## config.mk

```make
export PLATFORM = sky130hd
export DESIGN_NAME = gcm_front
export DESIGN_NICKNAME = d
export VERILOG_FILES = /design/src/hw/rtl/gcm_pkg.sv /design/src/hw/rtl/gcm_front.sv
export SDC_FILE = /design/constraint.sdc
export NUM_CORES = 1
export LEC_CHECK = 0
export BUFFER_PORTS_ARGS = -buffer_cell sky130_fd_sc_hd__buf_2
export CAP_MARGIN = 20
export CORE_AREA = 2 2 233 235
export CTS_BUF_LIST = sky130_fd_sc_hd__clkbuf_8
export DETAILED_ROUTE_END_ITERATION = 12
export DIE_AREA = 0 0 235 237
export PLACE_DENSITY = 0.59
export SETUP_SLACK_MARGIN = 0.05
export SYNTH_ARGS = -nofsm -noshare
export SYNTH_HDL_FRONTEND = slang
export SYNTH_SLANG_ARGS = --single-unit
```

## constraint.sdc

```tcl
create_clock -name clk_i -period 4.8 [get_ports clk_i]
set_input_delay 0.72 -clock clk_i [delete_from_list [all_inputs] [get_ports clk_i]]
set_output_delay 0.72 -clock clk_i [all_outputs]
set_load 0.02 [all_outputs]
```

## src/hw/rtl/gcm_pkg.sv

```systemverilog
// Shared types, constants and functions for the AES-GCM encryptor.
// Holds the S-box, the AES round, the GHASH step and the command record.
// No dependencies.
`default_nettype none
package gcm_pkg;

  localparam int unsigned CFG_IDX_W = 3;
  localparam int unsigned CFG_DW    = 64;
  localparam int unsigned BLK_W     = 128;
  localparam int unsigned CNT_W     = 5;

  localparam logic [CFG_IDX_W-1:0] REG_KEY_WORD_0 = 3'd0;
  localparam logic [CFG_IDX_W-1:0] REG_KEY_WORD_3 = 3'd3;
  localparam logic [CFG_IDX_W-1:0] REG_IV_HIGH    = 3'd4;
  localparam logic [CFG_IDX_W-1:0] REG_IV_LOW     = 3'd5;

  localparam logic [CNT_W-1:0] FULL_BLOCK_BYTES = 5'd16;
  localparam logic [31:0]      J0_COUNTER       = 32'd1;
  localparam logic [7:0]       GF_POLY          = 8'hE1;

  typedef enum logic [3:0] {
    ST_WAIT_KEY,
    ST_HASH_KEY,
    ST_IDLE,
    ST_CTR_AES,
    ST_CT_OUT,
    ST_GH_DATA,
    ST_LEN_PREP,
    ST_GH_LEN,
    ST_TAG_AES,
    ST_TAG_OUT
  } back_state_e;

  typedef struct packed {
    logic             do_text;
    logic             do_aad;
    logic             last;
    logic [CNT_W-1:0] n;
    logic [127:0]     data;
    logic [95:0]      iv;
    logic [31:0]      ctr;
    logic [127:0]     len;
  } cmd_t;

  typedef struct packed {
    logic [127:0]     data;
    logic [CNT_W-1:0] bytes;
    logic             is_tag;
    logic             last;
  } res_t;

  localparam logic [7:0] SBOX [256] = '{
    8'h63,8'h7c,8'h77,8'h7b,8'hf2,8'h6b,8'h6f,8'hc5,8'h30,8'h01,8'h67,8'h2b,8'hfe,8'hd7,8'hab,8'h76,
    8'hca,8'h82,8'hc9,8'h7d,8'hfa,8'h59,8'h47,8'hf0,8'had,8'hd4,8'ha2,8'haf,8'h9c,8'ha4,8'h72,8'hc0,
    8'hb7,8'hfd,8'h93,8'h26,8'h36,8'h3f,8'hf7,8'hcc,8'h34,8'ha5,8'he5,8'hf1,8'h71,8'hd8,8'h31,8'h15,
    8'h04,8'hc7,8'h23,8'hc3,8'h18,8'h96,8'h05,8'h9a,8'h07,8'h12,8'h80,8'he2,8'heb,8'h27,8'hb2,8'h75,
    8'h09,8'h83,8'h2c,8'h1a,8'h1b,8'h6e,8'h5a,8'ha0,8'h52,8'h3b,8'hd6,8'hb3,8'h29,8'he3,8'h2f,8'h84,
    8'h53,8'hd1,8'h00,8'hed,8'h20,8'hfc,8'hb1,8'h5b,8'h6a,8'hcb,8'hbe,8'h39,8'h4a,8'h4c,8'h58,8'hcf,
    8'hd0,8'hef,8'haa,8'hfb,8'h43,8'h4d,8'h33,8'h85,8'h45,8'hf9,8'h02,8'h7f,8'h50,8'h3c,8'h9f,8'ha8,
    8'h51,8'ha3,8'h40,8'h8f,8'h92,8'h9d,8'h38,8'hf5,8'hbc,8'hb6,8'hda,8'h21,8'h10,8'hff,8'hf3,8'hd2,
    8'hcd,8'h0c,8'h13,8'hec,8'h5f,8'h97,8'h44,8'h17,8'hc4,8'ha7,8'h7e,8'h3d,8'h64,8'h5d,8'h19,8'h73,
    8'h60,8'h81,8'h4f,8'hdc,8'h22,8'h2a,8'h90,8'h88,8'h46,8'hee,8'hb8,8'h14,8'hde,8'h5e,8'h0b,8'hdb,
    8'he0,8'h32,8'h3a,8'h0a,8'h49,8'h06,8'h24,8'h5c,8'hc2,8'hd3,8'hac,8'h62,8'h91,8'h95,8'he4,8'h79,
    8'he7,8'hc8,8'h37,8'h6d,8'h8d,8'hd5,8'h4e,8'ha9,8'h6c,8'h56,8'hf4,8'hea,8'h65,8'h7a,8'hae,8'h08,
    8'hba,8'h78,8'h25,8'h2e,8'h1c,8'ha6,8'hb4,8'hc6,8'he8,8'hdd,8'h74,8'h1f,8'h4b,8'hbd,8'h8b,8'h8a,
    8'h70,8'h3e,8'hb5,8'h66,8'h48,8'h03,8'hf6,8'h0e,8'h61,8'h35,8'h57,8'hb9,8'h86,8'hc1,8'h1d,8'h9e,
    8'he1,8'hf8,8'h98,8'h11,8'h69,8'hd9,8'h8e,8'h94,8'h9b,8'h1e,8'h87,8'he9,8'hce,8'h55,8'h28,8'hdf,
    8'h8c,8'ha1,8'h89,8'h0d,8'hbf,8'he6,8'h42,8'h68,8'h41,8'h99,8'h2d,8'h0f,8'hb0,8'h54,8'hbb,8'h16
  };

  function automatic logic [7:0] xtime(input logic [7:0] b);
    return {b[6:0], 1'b0} ^ (b[7] ? 8'h1b : 8'h00);
  endfunction

  function automatic logic [31:0] sub_word(input logic [31:0] w);
    return {SBOX[w[31:24]], SBOX[w[23:16]], SBOX[w[15:8]], SBOX[w[7:0]]};
  endfunction

  function automatic logic [127:0] aes_round(input logic [127:0] s, input logic last_rnd);
    logic [7:0]   b [16];
    logic [7:0]   t [16];
    logic [7:0]   a0, a1, a2, a3, all;
    logic [127:0] o;
    for (int i = 0; i < 16; i++) b[i] = s[127-8*i -: 8];
    for (int c = 0; c < 4; c++)
      for (int i = 0; i < 4; i++) t[i+4*c] = SBOX[b[i+4*((c+i)&3)]];
    if (!last_rnd) begin
      for (int c = 0; c < 4; c++) begin
        a0 = t[4*c]; a1 = t[4*c+1]; a2 = t[4*c+2]; a3 = t[4*c+3];
        all = a0 ^ a1 ^ a2 ^ a3;
        t[4*c]   = a0 ^ all ^ xtime(a0 ^ a1);
        t[4*c+1] = a1 ^ all ^ xtime(a1 ^ a2);
        t[4*c+2] = a2 ^ all ^ xtime(a2 ^ a3);
        t[4*c+3] = a3 ^ all ^ xtime(a3 ^ a0);
      end
    end
    for (int i = 0; i < 16; i++) o[127-8*i -: 8] = t[i];
    return o;
  endfunction

  // eight bits of the GF(2^128) product, most significant first
  function automatic logic [255:0] gf_step8(input logic [127:0] z_in, input logic [127:0] v_in,
                                            input logic [7:0] a8);
    logic [127:0] z, v;
    logic         lsb;
    z = z_in;
    v = v_in;
    for (int k = 0; k < 8; k++) begin
      if (a8[7-k]) z = z ^ v;
      lsb = v[0];
      v = v >> 1;
      if (lsb) v[127:120] = v[127:120] ^ GF_POLY;
    end
    return {z, v};
  endfunction

  function automatic logic [127:0] lead_mask(input logic [CNT_W-1:0] n);
    return ~({128{1'b1}} >> {n, 3'b000});
  endfunction

endpackage
`default_nettype wire

```

## src/hw/rtl/gcm_front.sv

```systemverilog
// Front end: accepts input blocks, classifies them and builds commands.
// Holds the IV, the counter and the length counts. Depends on gcm_pkg.
`default_nettype none
module gcm_front (
  input  logic                              clk_i,
  input  logic                              rst_ni,
  input  logic                              cfg_we_i,
  input  logic [gcm_pkg::CFG_IDX_W-1:0]     cfg_idx_i,
  input  logic [gcm_pkg::CFG_DW-1:0]        cfg_wdata_i,
  input  logic                              in_valid_i,
  output logic                              in_ready_o,
  input  logic                              func_i,
  input  logic [127:0]                      data_i,
  input  logic [gcm_pkg::CNT_W-1:0]         byte_count_i,
  input  logic                              last_i,
  input  logic                              back_ready_i,
  input  logic                              q_full_i,
  output logic                              push_o,
  output gcm_pkg::cmd_t                     cmd_o,
  output logic                              clr_o
);
  import gcm_pkg::*;

  logic [63:0]      iv_high_q;
  logic [31:0]      iv_low_q;
  logic [31:0]      ctr_q, ctr_d;
  logic [63:0]      aad_bits_q, aad_bits_d, text_bits_q, text_bits_d;
  logic [CNT_W-1:0] n;
  logic             nz, do_aad, do_text;
  logic [63:0]      add_bits;

  assign in_ready_o = back_ready_i && !q_full_i;
  assign push_o     = in_valid_i && in_ready_o;
  assign clr_o      = cfg_we_i && (cfg_idx_i <= REG_IV_LOW);

  assign n        = (byte_count_i > FULL_BLOCK_BYTES) ? FULL_BLOCK_BYTES : byte_count_i;
  assign nz       = (n != '0);
  assign do_text  = func_i && nz;
  assign do_aad   = !func_i && nz && (text_bits_q == '0);
  assign add_bits = {56'd0, n, 3'b000};

  always_comb begin
    ctr_d       = do_text ? ctr_q + 32'd1 : ctr_q;
    aad_bits_d  = do_aad ? aad_bits_q + add_bits : aad_bits_q;
    text_bits_d = do_text ? text_bits_q + add_bits : text_bits_q;
    cmd_o.do_text = do_text;
    cmd_o.do_aad  = do_aad;
    cmd_o.last    = last_i;
    cmd_o.n       = n;
    cmd_o.data    = data_i & lead_mask(n);
    cmd_o.iv      = {iv_high_q, iv_low_q};
    cmd_o.ctr     = ctr_d;
    cmd_o.len     = {aad_bits_d, text_bits_d};
  end

  always_ff @(posedge clk_i or negedge rst_ni) begin
    if (!rst_ni) begin
      iv_high_q   <= '0;
      iv_low_q    <= '0;
      ctr_q       <= J0_COUNTER;
      aad_bits_q  <= '0;
      text_bits_q <= '0;
    end else begin
      if (cfg_we_i && cfg_idx_i == REG_IV_HIGH) iv_high_q <= cfg_wdata_i;
      if (cfg_we_i && cfg_idx_i == REG_IV_LOW)  iv_low_q  <= cfg_wdata_i[31:0];
      if (clr_o || (push_o && last_i)) begin
        ctr_q       <= J0_COUNTER;
        aad_bits_q  <= '0;
        text_bits_q <= '0;
      end else if (push_o) begin
        ctr_q       <= ctr_d;
        aad_bits_q  <= aad_bits_d;
        text_bits_q <= text_bits_d;
      end
    end
  end

endmodule
`default_nettype wire

```

==> impl_metrics.json, run 1 <==
{
  "status": "completed",
  "pre_cts_slack_ns": -0.0583,
  "period_minus_slack_ns": 4.55,
  "cp.required_ns": 4.08,
  "die-area_mm2": 0.0557,
  "critPathLaunchType": "primary input",
  "tns_ns": 0,
  "coreArea_mm2": 0.0533,
  "cp_top_family": "simple AND/OR/NAND/NOR gates",
  "ys_types": 73,
  "placed_cells": 2949,
  "crit_path_end_kind": "output pin",
  "htreeDepth": 2,
  "routed_via_density": 5.40,
  "critPathMaxStageDelay_ns": 0.59,
  "crit_arrival_ns": 3.83,
  "synth_edf_count": 0,
  "first_pass_iters": 5,
  "rsz0062_at_grt": "no",
  "synth_top_area_cell": "dfrtp_1",
  "fin_util": 0.387,
  "drc_errors": 0,
  "finalHoldViolCount": 0,
  "synth_warnings": 0,
  "setup_violations": 0,
  "cts_tree": "done",
  "start_util": 0.297,
  "wire_per_inst_um": 24.0,
  "synth_flop_cell": "dfrtp_1",
  "numCtsBuffers": 46,
  "worstPathCellList": "buf_2 > nor2b_1 > ha_1 > fa_1 > a211oi_1 > o21ba_2 > or3_1 > nor4_1 > xor2_1 > buf_2",
  "cp_max_fo": 15,
  "holdWs_ns": 0.347,
  "gp_congestion": 1.03,
  "power_mw": 5.74,
  "grt_pass1_vias": 16000,
  "cpMaxStageDelayCell": "or3_1",
  "nets": 2531,
  "dp.final_hpwl_um": 57500,
  "antenna_found_initial": 13,
  "syn_area_per_cell_um2": 9.05,
  "yosysSeqAreaShare": 0.396,
  "crit_type": "in2out",
  "grt_usage": 0.251,
  "netlist_instances": 1748,
  "die_y_um": 237,
  "clock_path_buffers": 3,
  "relSlewSlack": 0.328,
  "grt-ovfl-total": 0,
  "static-leakage-power_nw": 9.84,
  "fin_ws_ns": 0.254,
  "final_area_mm2": 0.0206,
  "hp-class": "in2reg",
  "port_buffers": 596,
  "ys_seq_elements": 250,
  "synthArstFlopShare": 1.00,
  "clk_latency_ns": 0.60,
  "layout-area-overhead-vs-synth_pct": 30.2,
  "path_buf_inv": 2,
  "dr.first_iter.drc_count": 1264,
  "via_count": 16400,
  "synth_top_area_frac": 0.394,
  "cts.clk_slew.worst_paths_ns": 0.06,
  "maxCapViolCount": 0,
  "grt_pass1_wl_um": 106000,
  "yosys-top-cells-area": "dfrtp_1 39%, mux2_2 7.0%, xnor2_1 5.3%, nor2b_1 3.8%, o21ai_0 3.7%",
  "routed_wl_um": 73100,
  "cts_root_buf": "clkbuf_8",
  "worst_slew_pin_slew_ns": 1.01,
  "clock_sinks": 250,
  "fmax_ghz": 0.220,
  "rows": 85,
  "irDropWorstVdd_mv": 0.168,
  "synth_area_mm2": 0.0158,
  "power_density_mw_per_mm2": 279,
  "grt_max_degree": 153,
  "antenna_left": 0,
  "drv_slew": 0,
  "placed_cell_area_mm2": 0.0196,
  "worst_path_most_repeated_cell": "buf_2",
  "ios": 603,
  "fin_skew_ns": 0.0165,
  "stdcell_count": 3043,
  "fin_crit_sh": 0.947,
  "drive_above_1_share": 0.366,
  "die_w_um": 235
}
## metal layers
layer	routed length, um	vias to the layer above	share of wire	GRT usage
li1	-	7457	-	-
met1	25600	8045	0.35	0.266
met3	6150	142	0.084	0.0733
met4	4400	0	0.060	0.136
met2	36900	792	0.50	0.450
met5	0	-	0	0
## sequential cells by signal, indices dropped and copies added (netlist names)
| name | flops |
|---|---|
| iv_high_q | 64 |
| aad_bits_q | 61 |
| text_bits_q | 61 |
| ctr_q | 32 |
| iv_low_q | 32 |
## cells by family (layout without fill, tap and decap cells)
kind of cell / count (synthesis) / in the layout / share of synthesized area
buf+inv: 176 / 766 / 0.0462
simple gates: 671 / 671 / 0.233
fa+ha+maj: 13 / 13 / 0.0112
flops: 250 / 250 / 0.396
mux: 100 / 100 / 0.0710
xor+xnor: 148 / 148 / 0.0819
compound gates: 389 / 389 / 0.161
other cells: 1 / 10 / 0.000237
## power breakdown
group / internal (mW) / switching, mW
clock network: 1.13 / 0.956
logic: 0.454 / 0.814
registers: 2.29 / 0.0932
total: 3.88 / 1.86
## timing repair
item	CTS	global route
resized for setup	2	2
buffers inserted	2	4
endpoints found under the hold margin	42	0
hold buffers	1	0
cloned	0	0
endpoints found under the setup margin	19	3
pin swaps	1	1
## cell usage in the layout, fill, tap and decap left out, drive strengths merged, types with 5 or more instances in the layout
cell type,count
inv,42
nand2,150
nor3,38
a21oi,48
clkbuf,60
buf,655
xnor2,96
o211ai,5
a32oi,6
dfrtp,249
clkinv,5
a31oi,67
and4,15
nor2,62
o21ai,118
nand3,76
or3,18
a21o,13
and2,58
o41ai,5
nor2b,95
conb,6
o31ai,41
ha,11
nand4,48
or4,10
a41oi,22
mux2,98
nor4,45
a211oi,6
a22o,24
a31o,5
xor2,52
and3,40
## synthesized netlist by cell type, drive strengths merged (38+ instances only)
master  count
a21oi      48
a31oi      67
and2       58
and3       40
clkbuf    115
dfrtp     249
mux2       98
nand2     150
nand3      76
nand4      48
nor2       62
nor2b      95
nor3       38
nor4       45
o21ai     118
o31ai      41
xnor2      96
xor2       52
## worst paths after layout
check                                start              to  slack [ns]  depth (start not counted)
min in group asynchronous           rst_ni   iv_high_q[57]        0.60                          2
setup reg to reg            text_bits_q[9]  aad_bits_q[39]        1.66                          6
hold / removal             cfg_wdata_i[50]   iv_high_q[50]        0.35                          2
max in group asynchronous           rst_ni        ctr_q[8]        2.92                          3
hold reg to reg             aad_bits_q[62]  aad_bits_q[62]        0.49                          1
setup / recovery           byte_count_i[4]       cmd_o[41]        0.25                         10
## layout make-up
cell class | count | area (um^2)
antenna | 4 | 10.0
sequential | 250 | 6260
inverter | 27 | 101
tap | 696 | 871
fill | 5433 | 32700
clock buffer | 58 | 798
multi-input combinational | 1327 | 8920
timing repair buffer | 658 | 3520
clock inverter | 23 | 124
(Power assumes the default switching activity.)
==> inputs of run 2 (changes only) <==
--- a/config.mk
+++ b/config.mk
@@ -5,13 +5,14 @@
 export SDC_FILE = /design/constraint.sdc
 export NUM_CORES = 1
 export LEC_CHECK = 0
+export ABC_AREA = 1
 export BUFFER_PORTS_ARGS = -buffer_cell sky130_fd_sc_hd__buf_2
 export CAP_MARGIN = 20
 export CORE_AREA = 2 2 233 235
 export CTS_BUF_LIST = sky130_fd_sc_hd__clkbuf_8
 export DETAILED_ROUTE_END_ITERATION = 12
 export DIE_AREA = 0 0 235 237
-export PLACE_DENSITY = 0.59
+export PLACE_DENSITY = 0.62
 export SETUP_SLACK_MARGIN = 0.05
 export SYNTH_ARGS = -nofsm -noshare
 export SYNTH_HDL_FRONTEND = slang
==> run 2 against run 1 <==
Effect of this change:
- clock skew increased by 0.018 ns
- area after synthesis increased by 8.0%
- non-clock buffer count decreased by 42
- final area increased by 5.7%
- largest cell class unchanged
==> impl_metrics.json, run 2 <==
{
  "status": "completed",
  "fmax_ghz": 0.237,
  "crit_path_end_kind": "output pin",
  "cp.required_ns": 4.08,
  "syn_area_per_cell_um2": 6.45,
  "largest_reg_flops": 64,
  "synth_flop_cell": "dfrtp_1",
  "worst_slew_pin_slew_ns": 1.11,
  "regArea_mm2": 0.00626,
  "yosysSeqAreaShare": 0.366,
  "final_cell_mix": "973 x nand2_1, 595 x buf_2, 411 x inv_1",
  "yosys-top-cells-count": "974 x nand2_1, 399 x inv_1, 329 x nor2_1",
  "fin_crit_sh": 0.879,
  "finalHoldViolCount": 0,
  "clock_sinks": 250,
  "fin_skew_ns": 0.0347,
  "gp_congestion": 1.00,
  "grt_pass1_vias": 17800,
  "dr.first_iter.drc_count": 1250,
  "synthArstFlopShare": 1.00,
  "grt-ovfl-total": 0,
  "synth_top_area_frac": 0.365,
  "htreeDepth": 2,
  "cts-resized-gates": 0,
  "ys_seq_elements": 250,
  "netlist_instances": 2650,
  "power_density_mw_per_mm2": 273,
  "numCtsBuffers": 49,
  "start_util": 0.321,
  "first_pass_iters": 7,
  "yosysMostFrequentCell": "nand2_1",
  "stdcell_count": 3976,
  "synth_area_mm2": 0.0171,
  "post_cts_buffers": 0,
  "drv_slew": 0,
  "period_minus_slack_ns": 4.22,
  "cts_root_buf": "clkbuf_8",
  "routed_via_density": 4.72,
  "synth_edf_count": 0,
  "wire_per_inst_um": 17.9,
  "ios": 603,
  "top_regs": "iv_high_q (64), aad_bits_q (61), text_bits_q (61)",
  "die_w_um": 235,
  "die_y_um": 237,
  "die-area_mm2": 0.0557,
  "fin_util": 0.409,
  "multi_input_area_mm2": 0.00889,
  "static-leakage-power_nw": 12.4,
  "hp-class": "in2async",
  "rows": 85,
  "dp.final_hpwl_um": 56500,
  "irDropWorstVdd_mv": 0.245,
  "layout-area-overhead-vs-synth_pct": 27.5,
  "relSlewSlack": 0.259,
  "port_buffers": 596,
  "crit_arrival_ns": 3.50,
  "clock_path_buffers": 3,
  "layout_commonest_cell": "nand2_1",
  "tns_ns": 0,
  "clk_latency_ns": 0.63,
  "power_mw": 5.94,
  "grt_pass1_wl_um": 108000,
  "yosys-top-cells-area": "dfrtp_1 36%, nand2_1 21%, inv_1 8.8%, nor2_1 7.2%, o21ai_0 4.3%",
  "synth_top_area_cell": "dfrtp_1",
  "grt_max_degree": 113,
  "coreArea_mm2": 0.0533,
  "antenna_left": 0,
  "maxCapViolCount": 0,
  "ff2ff_path_depth": 8,
  "cts.clk_slew.worst_paths_ns": 0.06,
  "rsz0062_at_grt": "no",
  "nets": 3458,
  "routed_wl_um": 71200,
  "cts_tree": "done",
  "drc_errors": 0,
  "cts_hold_buffers": 0,
  "setup_violations": 0,
  "regMostFlops": "iv_high_q",
  "placed_cells": 3881,
  "grt_usage": 0.249,
  "drive_above_1_share": 0.236,
  "crit_type": "in2out",
  "fillers": 5782,
  "synth_warnings": 0,
  "cp_max_fo": 20,
  "ys_types": 46,
  "critPathLaunchType": "primary input",
  "via_count": 18800,
  "antenna_found_initial": 11
}
-- run 2: changes by cell type after synthesis, sizes merged, moves of 45 or more --
cell,before,now
nand2,150,977
inv,25,405
nor2,62,346
nor2b,95,1
xnor2,96,7
clkbuf,115,44
mux2,98,32
a31oi,67,4
nand3,76,130
o21ai,118,169
nor4,45,0
-- run 2: through the flow --
stage,hold slack (ns),setup WS [ns],instance area [um^2]
after global routing,0.187,0.321,21800
after floorplan,0.424,0.997,17100
after CTS,0.164,0.563,21700
after detailed placement,0.468,0.556,20700
final,0.135,0.581,21800
after global placement,0.463,0.634,20700
-- run 2: routing by layer --
metal  up-vias  wire (um)  track usage
li1       9283          -            -
met1      8624      30800        0.327
met2       743      32600        0.404
met3       105       5410       0.0520
met4         0       2470       0.0900
met5         -          0            0
-- run 2: path summary, 6_finish.rpt --
check / slack, ns / from / end
min in group clk_i: 0.33 / cfg_wdata_i[52] / iv_high_q[52]
worst min register to register: 0.48 / iv_low_q[13] / iv_low_q[13]
worst max register to register: 1.99 / text_bits_q[47] / aad_bits_q[5]
max in group asynchronous: 3.55 / rst_ni / aad_bits_q[31]
worst min-delay path: 0.14 / rst_ni / text_bits_q[60]
worst max-delay path: 0.58 / byte_count_i[4] / cmd_o[33]
-- run 2: area by class of cell --
type | instances | area share
Antenna cell | 7 | 0.000804
Multi-Input combinational cell | 1913 | 0.408
Clock inverter | 22 | 0.00689
Tap cell | 696 | 0.0400
Sequential cell | 250 | 0.287
Clock buffer | 65 | 0.0411
Inverter | 407 | 0.0702
Timing Repair Buffer | 616 | 0.145
-- run 2: kinds of logic after synthesis --
group	share of synthesized area
and+or+nand+nor	0.389
buffers and inverters	0.116
DFF	0.366
AOI/OAI and AO/OA	0.0655
xor gates and xnor gates	0.0317
muxes	0.0211
adders and majority gates	0.0104
other	0.000220
-- run 2: where the power goes --
group,switching (mW),internal (mW)
clock network,1.01,1.31
registers,0.0956,2.28
logic,0.861,0.393
total,1.96,3.98
-- run 2: critical path, cell delays in order --
cell and delay, ns:
buf_2 0.24, nor2_1 0.54, ha_1 0.31, nand2_1 0.07, nor2_1 0.15, o21ai_0 0.14, a21oi_1 0.30, nand2_1 0.16
nor2_2 0.36, nand3_1 0.15, and2_1 0.19, buf_2 0.16
==> inputs of run 3 (changes only) <==
==> constraint.sdc (replaced) <==
create_clock -name clk_i -period 4.8 [get_ports clk_i]
set_input_delay 0.96 -clock clk_i [delete_from_list [all_inputs] [get_ports clk_i]]
set_output_delay 0.96 -clock clk_i [all_outputs]
set_load 0.02 [all_outputs]
==> run 3 against run 2 <==
Effect of this change:
- cell count increased by 0.15%
- first-iteration DRC count is 2.1% higher
- non-clock buffer count grew 12
- clock power down 5%
- count of clock-buffer cells in the layout shrank 3
- combinational power hardly changed
- wire length is 0.47% lower
- global-route usage shrank 0.16 points
- setup slack worse by 0.30 ns
- sequential power about the same
- utilization is 0.13 points higher
==> impl_metrics.json, run 3 (synthesis results as in run 2) <==
{
  "critPathLaunchType": "primary input",
  "switching_power_mw": 1.95,
  "dp.final_hpwl_um": 56500,
  "grt_max_degree": 126,
  "gp_congestion": 1.00,
  "top_regs": "iv_high_q (64), aad_bits_q (61), text_bits_q (61)",
  "cp.required_ns": 3.84,
  "cp_top_family": "buffers and inverters",
  "clock_sinks": 250,
  "start_util": 0.321,
  "fin_crit_sh": 0.942,
  "fmax_ghz": 0.221,
  "routed_wl_um": 70900,
  "crit_path_end_kind": "output pin",
  "static-leakage-power_nw": 12.5,
  "cts_root_buf": "clkbuf_8",
  "critPathMaxStageDelay_ns": 0.57,
  "grt_pass1_wl_um": 107000,
  "crit_type": "in2out",
  "swShare": 0.334,
  "pwr-share-clk": 0.377,
  "antenna_found_initial": 9,
  "drv_slew": 0,
  "antenna_left": 0,
  "cpMaxStageDelayCell": "o21ai_0",
  "relSlewSlack": 0.379,
  "rsz0062_at_grt": "no",
  "period_minus_slack_ns": 4.52,
  "first_pass_iters": 5,
  "path_buf_inv": 5,
  "maxCapViolCount": 0,
  "fillers": 5808,
  "status": "completed",
  "grt_usage": 0.247,
  "die_w_um": 235,
  "grt_pass1_vias": 17600,
  "coreArea_mm2": 0.0533,
  "drive_above_1_share": 0.238,
  "clk_latency_ns": 0.63,
  "routed_via_density": 4.68,
  "grt-ovfl-total": 0,
  "via_count": 18600,
  "p_comb_frac": 0.216,
  "power_density_mw_per_mm2": 267,
  "cp_max_fo": 11,
  "sequentialPowerShare": 0.406,
  "stdcell_count": 3982,
  "finalHoldViolCount": 0,
  "numCtsBuffers": 48,
  "setup_violations": 0,
  "largest_reg_flops": 64,
  "ios": 603,
  "fin_skew_ns": 0.0448,
  "layout_commonest_cell": "nand2_1",
  "irDropWorstVdd_mv": 0.251,
  "worst_slew_pin_slew_ns": 0.927,
  "clock_path_buffers": 3,
  "p_int_mw": 3.89,
  "crit_arrival_ns": 3.56,
  "final_cell_mix": "973 x nand2_1, 595 x buf_2, 414 x inv_1",
  "placed_cell_area_mm2": 0.0208,
  "post_cts_buffers": 0,
  "nets": 3469,
  "die-area_mm2": 0.0557,
  "wire_per_inst_um": 17.8,
  "dr.first_iter.drc_count": 1276,
  "drc_errors": 0,
  "htreeDepth": 2,
  "regMostFlops": "iv_high_q",
  "rows": 85,
  "hp-class": "in2async",
  "die_y_um": 237,
  "final_area_mm2": 0.0218,
  "worst_path_most_repeated_cell": "buf_4",
  "cts.clk_slew.worst_paths_ns": 0.05,
  "layout-area-overhead-vs-synth_pct": 27.9,
  "port_buffers": 596,
  "placed_cells": 3893,
  "worstPathCellList": "buf_2 > buf_4 > nor2_1 > buf_4 > ha_1 > o21ai_0 > o21ai_1 > nand2_1 > buf_4 > nor2_1 > nand3_1 > and2_1 > buf_2",
  "tns_ns": 0,
  "cts_tree": "done"
}
[run 3: cell count changes in the layout (fill, tap and decap cells not counted), sizes merged]
cell      change
buf          +12
diode         -4
inv           +4
clkbuf        -3
clkinvlp      -2
bufinv        -1
[run 3: layout make-up]
type                    count  area [um^2]  area share
diodes                      3         7.51    0.000344
repair buffers            628         3300       0.151
inverters                 407         1530      0.0700
flip-flops and latches    250         6260       0.286
clock inverters            23          136     0.00624
well taps                 696          871      0.0399
multi-input cells        1913         8900       0.407
clock buffers              62          853      0.0391
[run 3: worst register-to-register path, cell delays in order (launching register included)]
cell and delay, ns:
dfrtp_1 0.47, nor2_1 0.16, nand2_1 0.07, nor2_1 0.12
nand2_1 0.12, nor2_2 0.32, nand3_2 0.46, buf_4 0.39
buf_4 0.23, o21ai_0 0.17, nand2_1 0.11, nand2_1 0.07
nand2_1 0.06
[run 3: per-stage QoR]
stage | utilization | hold slack (ns) | worst slack (ns) | power [mW]
after CTS | 0.409 | 0.299 | 0.274 | 5.92
final | 0.410 | 0.307 | 0.277 | 5.84
after floorplan | - | 0.463 | 0.517 | 3.10
after detailed placement | 0.391 | 0.468 | 0.273 | 3.68
after global routing | 0.410 | 0.323 | 0.0888 | 6.13
after global placement | 0.391 | 0.462 | 0.305 | 3.67
[run 3: power by group through the flow]
stage | clock [mW] | sequential [mW] | combinational, mW
5_1_grt | 2.38 | 2.39 | 1.36
3_5_place_dp | 0 | 2.40 | 1.28
2_1_floorplan | 0 | 2.60 | 0.505
3_3_place_gp | 0 | 2.40 | 1.27
6_report | 2.20 | 2.37 | 1.26
4_1_cts | 2.27 | 2.37 | 1.28
[run 3: final timing paths]
check | startpoint | slack (ns) | end | depth (start not counted)
setup / recovery | byte_count_i[4] | 0.28 | cmd_o[20] | 13
hold / removal | rst_ni | 0.31 | text_bits_q[37] | 1
setup reg to reg | text_bits_q[46] | 1.93 | aad_bits_q[31] | 12
hold reg to reg | iv_high_q[17] | 0.48 | iv_high_q[17] | 2
max in group asynchronous | rst_ni | 3.58 | aad_bits_q[3] | 2
min in group clk_i | iv_high_q[17] | 0.48 | iv_high_q[17] | 2
[run 3: metal layers]
metal  up-vias  wire [um]  GRT usage
li1       9300          -          -
met4         0       1990     0.0729
met3       101       5090     0.0548
met1      8544      31300      0.329
met5         -          0          0
met2       701      32500      0.402
[run 3: what timing repair did]
| item | 4_1_cts | 5_1_grt |
|---|---|---|
| hold buffers | 0 | 0 |
| setup endpoints to repair | 0 | 3 |
| endpoints found under the hold margin | 0 | 0 |
| resized for setup | 0 | 2 |
